[config.mk]
export PLATFORM = sky130hd
export DESIGN_NAME = rail_decoder_frame_builder
export DESIGN_NICKNAME = d
export VERILOG_FILES = /design/src/design/rdfb_pkg.sv /design/src/design/rdfb_crc_pipe.sv /design/src/design/rail_decoder_frame_builder.sv
export SDC_FILE = /design/constraint.sdc
export NUM_CORES = 1
export LEC_CHECK = 0
export BUFFER_PORTS_ARGS = -buffer_cell sky130_fd_sc_hd__buf_4
export CAP_MARGIN = 20
export CORE_UTILIZATION = 25
export CTS_BUF_LIST = sky130_fd_sc_hd__clkbuf_16
export CTS_CLUSTER_SIZE = 20
export DETAILED_ROUTE_END_ITERATION = 7
export PLACE_DENSITY = 0.51
export SYNTH_ARGS = -nofsm -noshare
export SYNTH_HDL_FRONTEND = slang
export SYNTH_HIERARCHICAL = 1
export SYNTH_SLANG_ARGS = --single-unit
[constraint.sdc]
create_clock -name clk -period 12.1 [get_ports clk]
set_input_delay 3.63 -clock clk [delete_from_list [all_inputs] [get_ports clk]]
set_output_delay 3.63 -clock clk [all_outputs]
set_load 0.1 [all_outputs]
[src/design/rdfb_pkg.sv]
// Shared types, constants and the CRC bit step for the rail decoder frame builder.
`default_nettype none

package rdfb_pkg;

  // Widths of the assembled frame and its bookkeeping.
  localparam int FRAME_W    = 72;
  localparam int LEN_W      = 7;
  localparam int CRC_W      = 8;
  localparam int CHUNK_W    = 8;
  localparam int CNT_W      = 4;
  localparam int CRC_STAGES = FRAME_W / CHUNK_W;

  // CRC and frame constants.
  localparam logic [CRC_W-1:0] CRC_INIT    = 8'h7F;
  localparam logic [CRC_W-1:0] CRC_POLY    = 8'h07;
  localparam logic [5:0]       CMD_STATION = 6'h3D;
  localparam logic [5:0]       CMD_SID     = 6'h3B;
  localparam logic [7:0]       BCAST_MARK  = 8'h80;

  // Frame lengths in bits, without the CRC.
  localparam logic [LEN_W-1:0] DRIVE_BITS   = 7'd40;
  localparam logic [LEN_W-1:0] STATION_BITS = 7'd63;
  localparam logic [LEN_W-1:0] SID_BITS     = 7'd61;

  // Request codes.
  typedef enum logic [1:0] {
    REQ_DRIVE   = 2'd0,
    REQ_STATION = 2'd1,
    REQ_SID     = 2'd2
  } req_t;

  // A frame on its way through the CRC pipeline.
  typedef struct packed {
    logic [FRAME_W-1:0] bits;
    logic [LEN_W-1:0]   len;
    logic [CRC_W-1:0]   crc;
  } frame_t;

  // Shift one bit into the CRC register.
  function automatic logic [CRC_W-1:0] crc_bit(input logic [CRC_W-1:0] crc,
                                               input logic din);
    logic [CRC_W-1:0] shifted;
    shifted = {crc[CRC_W-2:0], din};
    return crc[CRC_W-1] ? (shifted ^ CRC_POLY) : shifted;
  endfunction

endpackage

`default_nettype wire

[src/design/rdfb_crc_pipe.sv]
// Nine-stage CRC pipeline, eight frame bits per stage, with per-stage valid bits.
`default_nettype none

module rdfb_crc_pipe (
  input  wire logic            clk,
  input  wire logic            rst,
  input  wire logic            in_valid,
  input  wire rdfb_pkg::frame_t in_frame,
  output logic                 in_ready,
  output logic                 out_valid,
  output rdfb_pkg::frame_t     out_frame,
  input  wire logic            out_ready
);

  logic [rdfb_pkg::CRC_STAGES-1:0] stg_valid;
  rdfb_pkg::frame_t                stg_frame [rdfb_pkg::CRC_STAGES];
  rdfb_pkg::frame_t                stg_next  [rdfb_pkg::CRC_STAGES];
  logic [rdfb_pkg::CRC_STAGES-1:0] src_valid;
  rdfb_pkg::frame_t                src_frame [rdfb_pkg::CRC_STAGES];
  logic [rdfb_pkg::CRC_STAGES:0]   ready;

  // A stage takes new data when it is empty or its successor takes its data.
  assign ready[rdfb_pkg::CRC_STAGES] = out_ready;
  assign in_ready                    = ready[0];
  assign out_valid                   = stg_valid[rdfb_pkg::CRC_STAGES-1];
  assign out_frame                   = stg_frame[rdfb_pkg::CRC_STAGES-1];

  for (genvar s = 0; s < rdfb_pkg::CRC_STAGES; s++) begin : g_stage
    if (s == 0) begin : g_first
      assign src_valid[s] = in_valid;
      assign src_frame[s] = in_frame;
    end else begin : g_rest
      assign src_valid[s] = stg_valid[s-1];
      assign src_frame[s] = stg_frame[s-1];
    end

    assign ready[s] = !stg_valid[s] || ready[s+1];

    // Feed this stage's eight stream bits: the frame bits, then eight zeros.
    always_comb begin : crc_step
      rdfb_pkg::frame_t nxt;
      nxt = src_frame[s];
      for (int j = 0; j < rdfb_pkg::CHUNK_W; j++) begin
        if ((s * rdfb_pkg::CHUNK_W + j) < (int'(src_frame[s].len) + rdfb_pkg::CRC_W)) begin
          nxt.crc = rdfb_pkg::crc_bit(nxt.crc,
              src_frame[s].bits[rdfb_pkg::FRAME_W-1-(s*rdfb_pkg::CHUNK_W+j)]);
        end
      end
      stg_next[s] = nxt;
    end

    // Stage registers move only when the stage is ready.
    always_ff @(posedge clk) begin
      if (rst) begin
        stg_valid[s] <= 1'b0;
      end else if (ready[s]) begin
        stg_valid[s] <= src_valid[s];
      end
    end

    always_ff @(posedge clk) begin
      if (ready[s] && src_valid[s]) begin
        stg_frame[s] <= stg_next[s];
      end
    end
  end

endmodule

`default_nettype wire

[src/design/rail_decoder_frame_builder.sv]
// Top level: request capture, CRC pipeline and chunk output stage.
//
// Usage: a request transaction on req_* carries a frame type and its fields;
// each drive request yields six 8-bit chunks, each station broadcast and SID
// request nine chunks, the last one short (7 or 5 bits), flagged by last.
// Frame type 3 is accepted and produces no chunks. The station UID register
// is written through cfg_wr_en / cfg_wr_data; the user must write it only
// while the block is idle, as the block itself does not enforce this.
// An accepted request passes one capture stage, nine CRC stages of eight
// bits each and the output stage before its first chunk is shown.
// The output stage sends one chunk per cycle while chunk_stall is low.
// A new request is accepted every cycle while the pipeline has room.
// Reset (rst, synchronous) empties all stages, drops chunks in flight and
// clears the station UID to zero.
// When the receiver raises chunk_stall the current chunk holds; the
// pipeline fills up behind it and then raises req_stall.
`default_nettype none

module rail_decoder_frame_builder (
  input  wire logic        clk,
  input  wire logic        rst,
  input  wire logic        cfg_wr_en,
  input  wire logic [31:0] cfg_wr_data,
  input  wire logic        req_valid,
  output logic             req_stall,
  input  wire logic [1:0]  req_type,
  input  wire logic [6:0]  loco_addr,
  input  wire logic        direction,
  input  wire logic [6:0]  speed_step,
  input  wire logic [15:0] function_bits,
  input  wire logic [31:0] decoder_uid,
  input  wire logic [7:0]  reg_count,
  output logic             chunk_valid,
  input  wire logic        chunk_stall,
  output logic [7:0]       chunk_bits,
  output logic [3:0]       chunk_count,
  output logic             last
);

  logic [31:0]                    station_uid;
  logic                           s0_valid;
  rdfb_pkg::frame_t               s0_frame;
  rdfb_pkg::frame_t               s0_next;
  logic                           s0_known;
  logic                           s0_ready;
  logic                           pipe_in_ready;
  logic                           pipe_valid;
  rdfb_pkg::frame_t               pipe_frame;
  logic                           ser_ready;
  logic [rdfb_pkg::FRAME_W-1:0]   ser_bits;
  logic [rdfb_pkg::FRAME_W-1:0]   ser_bits_next;
  logic [rdfb_pkg::CNT_W-1:0]     ser_left;
  logic [rdfb_pkg::CNT_W-1:0]     ser_left_next;
  logic [rdfb_pkg::CNT_W-1:0]     ser_tail;
  logic [rdfb_pkg::CNT_W-1:0]     ser_tail_next;
  logic [rdfb_pkg::LEN_W-1:0]     total_bits;
  logic [rdfb_pkg::LEN_W-1:0]     total_round;

  // Station UID register.
  always_ff @(posedge clk) begin
    if (rst) begin
      station_uid <= '0;
    end else if (cfg_wr_en) begin
      station_uid <= cfg_wr_data;
    end
  end

  // Assemble the frame left aligned; unused low bits stay zero.
  always_comb begin
    s0_next.crc = rdfb_pkg::CRC_INIT;
    s0_known    = 1'b1;
    case (rdfb_pkg::req_t'(req_type))
      rdfb_pkg::REQ_DRIVE: begin
        s0_next.bits = {2'b10, loco_addr, 3'b001, direction, speed_step, 4'b0111,
                        function_bits, 32'd0};
        s0_next.len  = rdfb_pkg::DRIVE_BITS;
      end
      rdfb_pkg::REQ_STATION: begin
        s0_next.bits = {2'b10, 7'd0, rdfb_pkg::CMD_STATION, station_uid,
                        rdfb_pkg::BCAST_MARK, 8'(reg_count + 8'd1), 9'd0};
        s0_next.len  = rdfb_pkg::STATION_BITS;
      end
      rdfb_pkg::REQ_SID: begin
        s0_next.bits = {2'b10, 7'd0, rdfb_pkg::CMD_SID, 7'd0, loco_addr,
                        decoder_uid, 11'd0};
        s0_next.len  = rdfb_pkg::SID_BITS;
      end
      default: begin
        s0_next.bits = '0;
        s0_next.len  = '0;
        s0_known     = 1'b0;
      end
    endcase
  end

  // Capture stage; an unknown frame type is taken and dropped here.
  assign s0_ready  = !s0_valid || pipe_in_ready;
  assign req_stall = !s0_ready;

  always_ff @(posedge clk) begin
    if (rst) begin
      s0_valid <= 1'b0;
    end else if (s0_ready) begin
      s0_valid <= req_valid && s0_known;
    end
  end

  always_ff @(posedge clk) begin
    if (s0_ready && req_valid) begin
      s0_frame <= s0_next;
    end
  end

  rdfb_crc_pipe u_crc_pipe (
    .clk       (clk),
    .rst       (rst),
    .in_valid  (s0_valid),
    .in_frame  (s0_frame),
    .in_ready  (pipe_in_ready),
    .out_valid (pipe_valid),
    .out_frame (pipe_frame),
    .out_ready (ser_ready)
  );

  // Chunk bookkeeping for the frame leaving the CRC pipeline.
  assign total_bits  = 7'(pipe_frame.len + 7'(rdfb_pkg::CRC_W));
  assign total_round = 7'(total_bits + 7'd7);

  // The output stage loads a new frame when empty or when its last chunk is taken.
  assign ser_ready = (ser_left == '0) || ((ser_left == 4'd1) && !chunk_stall);

  always_comb begin
    ser_bits_next = ser_bits;
    ser_left_next = ser_left;
    ser_tail_next = ser_tail;
    if (ser_ready) begin
      if (pipe_valid) begin
        ser_bits_next = pipe_frame.bits |
                        ({pipe_frame.crc, 64'd0} >> pipe_frame.len);
        ser_left_next = rdfb_pkg::CNT_W'(total_round >> 3);
        ser_tail_next = (total_bits[2:0] == 3'd0) ? 4'd8 : {1'b0, total_bits[2:0]};
      end else begin
        ser_left_next = '0;
      end
    end else if (chunk_valid && !chunk_stall) begin
      ser_bits_next = {ser_bits[rdfb_pkg::FRAME_W-rdfb_pkg::CHUNK_W-1:0],
                       {rdfb_pkg::CHUNK_W{1'b0}}};
      ser_left_next = 4'(ser_left - 4'd1);
    end
  end

  always_ff @(posedge clk) begin
    if (rst) begin
      ser_left <= '0;
    end else begin
      ser_left <= ser_left_next;
    end
  end

  always_ff @(posedge clk) begin
    ser_bits <= ser_bits_next;
    ser_tail <= ser_tail_next;
  end

  // Output transaction fields.
  assign chunk_valid = (ser_left != '0);
  assign last        = (ser_left == 4'd1);
  assign chunk_bits  = ser_bits[rdfb_pkg::FRAME_W-1 -: rdfb_pkg::CHUNK_W];
  assign chunk_count = last ? ser_tail : 4'd8;

  // A short chunk only ever closes a frame.
  a_short_is_last: assert property (@(posedge clk) disable iff (rst)
    (chunk_valid && (chunk_count != 4'd8)) |-> last)
    else $error("short chunk not marked last");

  // Reset leaves no chunk pending.
  a_reset_empty: assert property (@(posedge clk)
    rst |=> !chunk_valid)
    else $error("chunk pending after reset");

  // A taken chunk that is not last is followed by another chunk.
  a_frame_continues: assert property (@(posedge clk) disable iff (rst)
    (chunk_valid && !chunk_stall && !last) |=> chunk_valid)
    else $error("frame ended early");

  // An unknown frame type never enters the pipeline.
  a_drop_unknown: assert property (@(posedge clk) disable iff (rst)
    (req_valid && !req_stall && !(req_type == rdfb_pkg::REQ_DRIVE ||
     req_type == rdfb_pkg::REQ_STATION || req_type == rdfb_pkg::REQ_SID)) |=> !s0_valid)
    else $error("unknown request entered pipeline");

endmodule

`default_nettype wire
==> parameters.txt <==
Parameter                              Value

Detailed routing
  DR WL/cell    about 17 µm
  Iter 0 DRT Violations    2,198
  Number of vias after detailed routing    ~27,000
  Residual DRC count    0
  Via count normalized by instance count    ~4.5
  ANT nets after route    0
  WL final    approximately 98,000 µm
  Total iterations of the first detailed-routing run    6

Status
  Status    finished clean

Finish
  Filler cell count in the final layout    17,480
  Area of combinational cells with multiple inputs    roughly 0.014 mm²
  Area growth syn-to-layout    16.16%
  Storage cell area    0.02855 mm²
  Filler-free cell count of the finished design    ~5,900
  Share of post-route cells with drive strength above 1    0.1219
  Net count of the finished layout    3,604

Timing
  Period minus WS final    around 11 ns
  Period utilization    0.8847
  Tightest Pin Transition    between 1 and 1.5 ns
  Achievable clock frequency    a little over 90 MHz
  Minimum setup slack in the final design    around 1.4 ns
  Setup TNS Final    0 ns
  Relative max-transition margin    0.3053
  Hold slack final    approximately 0.40 ns
  Number of max-slew violations in the final report    0
  Clock Skew    0.03232 ns
  RSZ-0062 raised after global routing    no
  # setup viols final    0
  Hold violation count in the final report    0

Worst setup path
  Number of buffers and inverters on the critical path    4
  Crit path from    chunk_stall
  Critical path required time    roughly 8.5 ns
  End of the worst register-to-register path    s0_frame[69]
  Critical Path End Type    output pin
  Stages on the worst setup path    13
  CP cell instances    buf_4, nor2b_1, o21ai_4, inv_1, nor2b_1, and2_1, and3_1, nand3_1, nor2_1, nand3_1, nand2b_1, inv_1, buf_4
  Maximum fanout along the worst path    6
  Cell class contributing the biggest share of worst-path delay    simple AND/OR/NAND/NOR gates
  FF-to-FF path depth    14
  Category of the most critical setup path    in2out
  Crit path DAT    around 7.1 ns
  Register-to-Register Setup Slack    ~7.4 ns
  Worst reg2reg path startpoint    ser_left[1]
  Slowest stage cell, crit path    sky130_fd_sc_hd__nor2_1
  Critical Path Source Type    input port
  Slowest Stage Delay on Critical Path    about 0.70 ns

Min path
  Hold path startpoint    u_crc_pipe/stg_frame[0][19]
  End point of the worst hold path    u_crc_pipe/stg_frame[0][106]
  Path category of the worst min-delay check    reg2reg
  WHS Path Cells    0

Floorplanning
  Num ports    125
  Total die area    roughly 0.18 mm²
  Die height    419.7 µm
  Effective utilization at floorplan    0.2529
  Die outline width    approximately 420 µm
  Core region area    about 0.17 mm²
  Num rows    152

Place
  Number of buffers inserted by port buffering    between 100 and 150
  DP HPWL    just under 70,000 µm
  Final estimated routing congestion in global placement    between 0.8 and 0.9
  Placed cell count    ~5,700
  Worst slack at placement    1.471 ns

Clocking
  H-tree Lvls    3
  Clock root buffer    sky130_fd_sc_hd__clkbuf_16
  CTS resizes    0
  Setup bufs post-CTS    0
  Number of buffers inserted during clock tree synthesis    101
  Clock Pin Slew Worst Setup and Hold Paths    approximately 0.060 ns
  Clock tree from TritonCTS    built
  Clock latency at the later pin of the worst-skew pair    0.71 ns
  Hold bufs inserted after CTS    0
  Clock tree buffer depth    3
  Clock tree sinks    966

Yosys
  Leading post-synthesis cells by cell area    sky130_fd_sc_hd__edfxtp_1 (63%), sky130_fd_sc_hd__mux2i_1 (3.4%), sky130_fd_sc_hd__nor2_1 (3.0%), sky130_fd_sc_hd__xnor2_1 (2.5%), sky130_fd_sc_hd__xor2_1 (2.5%)
  Part of the Yosys area used for sequential elements    0.6544
  Top-area cell type share of the netlist area    0.6333
  Post-synthesis cell type with the largest combined area    sky130_fd_sc_hd__edfxtp_1
  Syn Inst Count    3,334
  Yosys cell types    117
  Netlist area before placement    around 0.044 mm²
  Synth Warn #    6
  Synthesized flop and latch total    slightly below 1,000
  Number of flops mapped to enable cells by yosys    920
  Post-Synthesis Mean Instance Area    between 10 and 15 µm²
  Async set-or-reset flop fraction in the synthesized netlist    0
  Top flip-flop cell by instance count after synthesis    sky130_fd_sc_hd__edfxtp_1

GRT
  Initial antenna violation count    5
  Grt total ovfl    0
  First-pass GRT wire length    151,600 µm
  Pin count of the biggest net entering global routing    approximately 90
  Aggregate global-route resource usage    0.1092
  Number of global-route vias before repair    25,740

Pwr
  Part of the total power dissipated in sequential elements    0.489
  Fraction of power consumed by combinational cells    0.141
  Internal power    around 6.1 mW
  Static Leakage    around 17 nW
  Clock share of power    0.370
  Switching fraction of total power    0.2652
  Final Total Pwr    roughly 8.3 mW
  Total power per unit cell area    between 150 and 200 mW/mm²
  Max IR drop VDD    between 0.3 and 0.4 mV
  Switching power total    roughly 2.2 mW

Run
  Max-cap violations    0
[cell usage in the layout, fill, tap and decap left out, drive strengths merged, types with 12 or more instances in the layout]
master	n
nand2	226
and2	46
a31oi	27
clkinv	54
o21ai	168
nor3	49
a211oi	36
or2	22
mux2	23
ha	28
a21o	14
a221oi	28
nand2b	31
and3	32
a22o	23
o221ai	12
clkbuf	101
nor2b	30
inv	65
conb	35
o22ai	66
xor2	124
xnor2	128
or3	25
nor4	14
edfxtp	920
mux2i	152
dfxtp	46
a311oi	13
buf	165
nand3	51
a222oi	19
a22oi	17
o31ai	16
a21oi	162
o211ai	39
nor2	355
[synthesized netlist by cell type (31+ instances only)]
library cell and count:
sky130_fd_sc_hd__a21oi_1 155, sky130_fd_sc_hd__xnor2_1 127, sky130_fd_sc_hd__and3_1 32, sky130_fd_sc_hd__o21ai_1 35
sky130_fd_sc_hd__and2_1 45, sky130_fd_sc_hd__o22ai_1 65, sky130_fd_sc_hd__mux2i_1 149, sky130_fd_sc_hd__nand2_1 226
sky130_fd_sc_hd__inv_1 43, sky130_fd_sc_hd__dfxtp_1 46, sky130_fd_sc_hd__xor2_1 123, sky130_fd_sc_hd__nand2b_1 31
sky130_fd_sc_hd__nand3_1 51, sky130_fd_sc_hd__nor2_1 353, sky130_fd_sc_hd__nor3_1 46, sky130_fd_sc_hd__edfxtp_1 920
sky130_fd_sc_hd__o21ai_0 131, sky130_fd_sc_hd__clkbuf_1 118, sky130_fd_sc_hd__o211ai_1 38
[registers in the layout, summed over array words and instances, names as in the netlist]
signal	flops
u_crc_pipe/out_valid	1
u_crc_pipe/src_valid	8
u_crc_pipe/stg_frame	783
s0_valid	1
ser_tail	4
s0_frame	61
ser_left	4
ser_bits	72
station_uid	32
[metal layers]
layer | vias to the layer above | GRT usage | share of wire
li1 | 12900 | - | -
met3 | 167 | 0.02320 | 0.060
met5 | - | 0 | 0
met4 | 0 | 0.04058 | 0.032
met1 | 12690 | 0.1552 | 0.48
met2 | 785 | 0.1619 | 0.43
[power by group through the flow]
| stage | clock network, mW | logic, mW | registers (mW) |
|---|---|---|---|
| finish | 3.07 | 1.17 | 4.06 |
| CTS | 3.18 | 1.18 | 4.06 |
| global route | 3.31 | 1.29 | 4.08 |
| detailed placement | 0 | 1.18 | 4.13 |
| floorplan | 0 | 0.907 | 4.10 |
| global placement | 0 | 1.17 | 4.13 |
[how the worst max path moves through the flow]
stage	endpoint	slack, ns
final	req_stall	1.39
after global routing	req_stall	1.14
after CTS	req_stall	1.42
after detailed placement	req_stall	1.47
after global placement	req_stall	1.44
after floorplan	u_crc_pipe/stg_frame[0][348]	0.13
[per-stage QoR]
stage / instance area, µm² / utilization
finish: 50680 / 0.2938
global route: 50680 / 0.2938
CTS: 50590 / 0.2933
detailed placement: 47240 / 0.2739
global placement: 47240 / 0.2739
floorplan: 43750 / -
[logic make-up after synthesis]
| family | share of synthesized area |
|---|---|
| and+or+nand+nor | 0.1003 |
| DFF | 0.6544 |
| buffers and inverters | 0.02013 |
| adders and majority gates | 0.008031 |
| other | 0.0001722 |
| muxes | 0.04383 |
| AOI/OAI and AO/OA | 0.1201 |
| xor gates and xnor gates | 0.05303 |
[final cells by class]
cell class,instances,share of cell area
diodes,2,0.00009876
multi-input cells,2186,0.2849
clock inverters,88,0.01625
well taps,2310,0.05703
flip-flops and latches,966,0.5633
clock buffers,101,0.04987
inverters,46,0.003407
repair buffers,165,0.02509
Note: power is estimated with default switching activity, not from simulation.
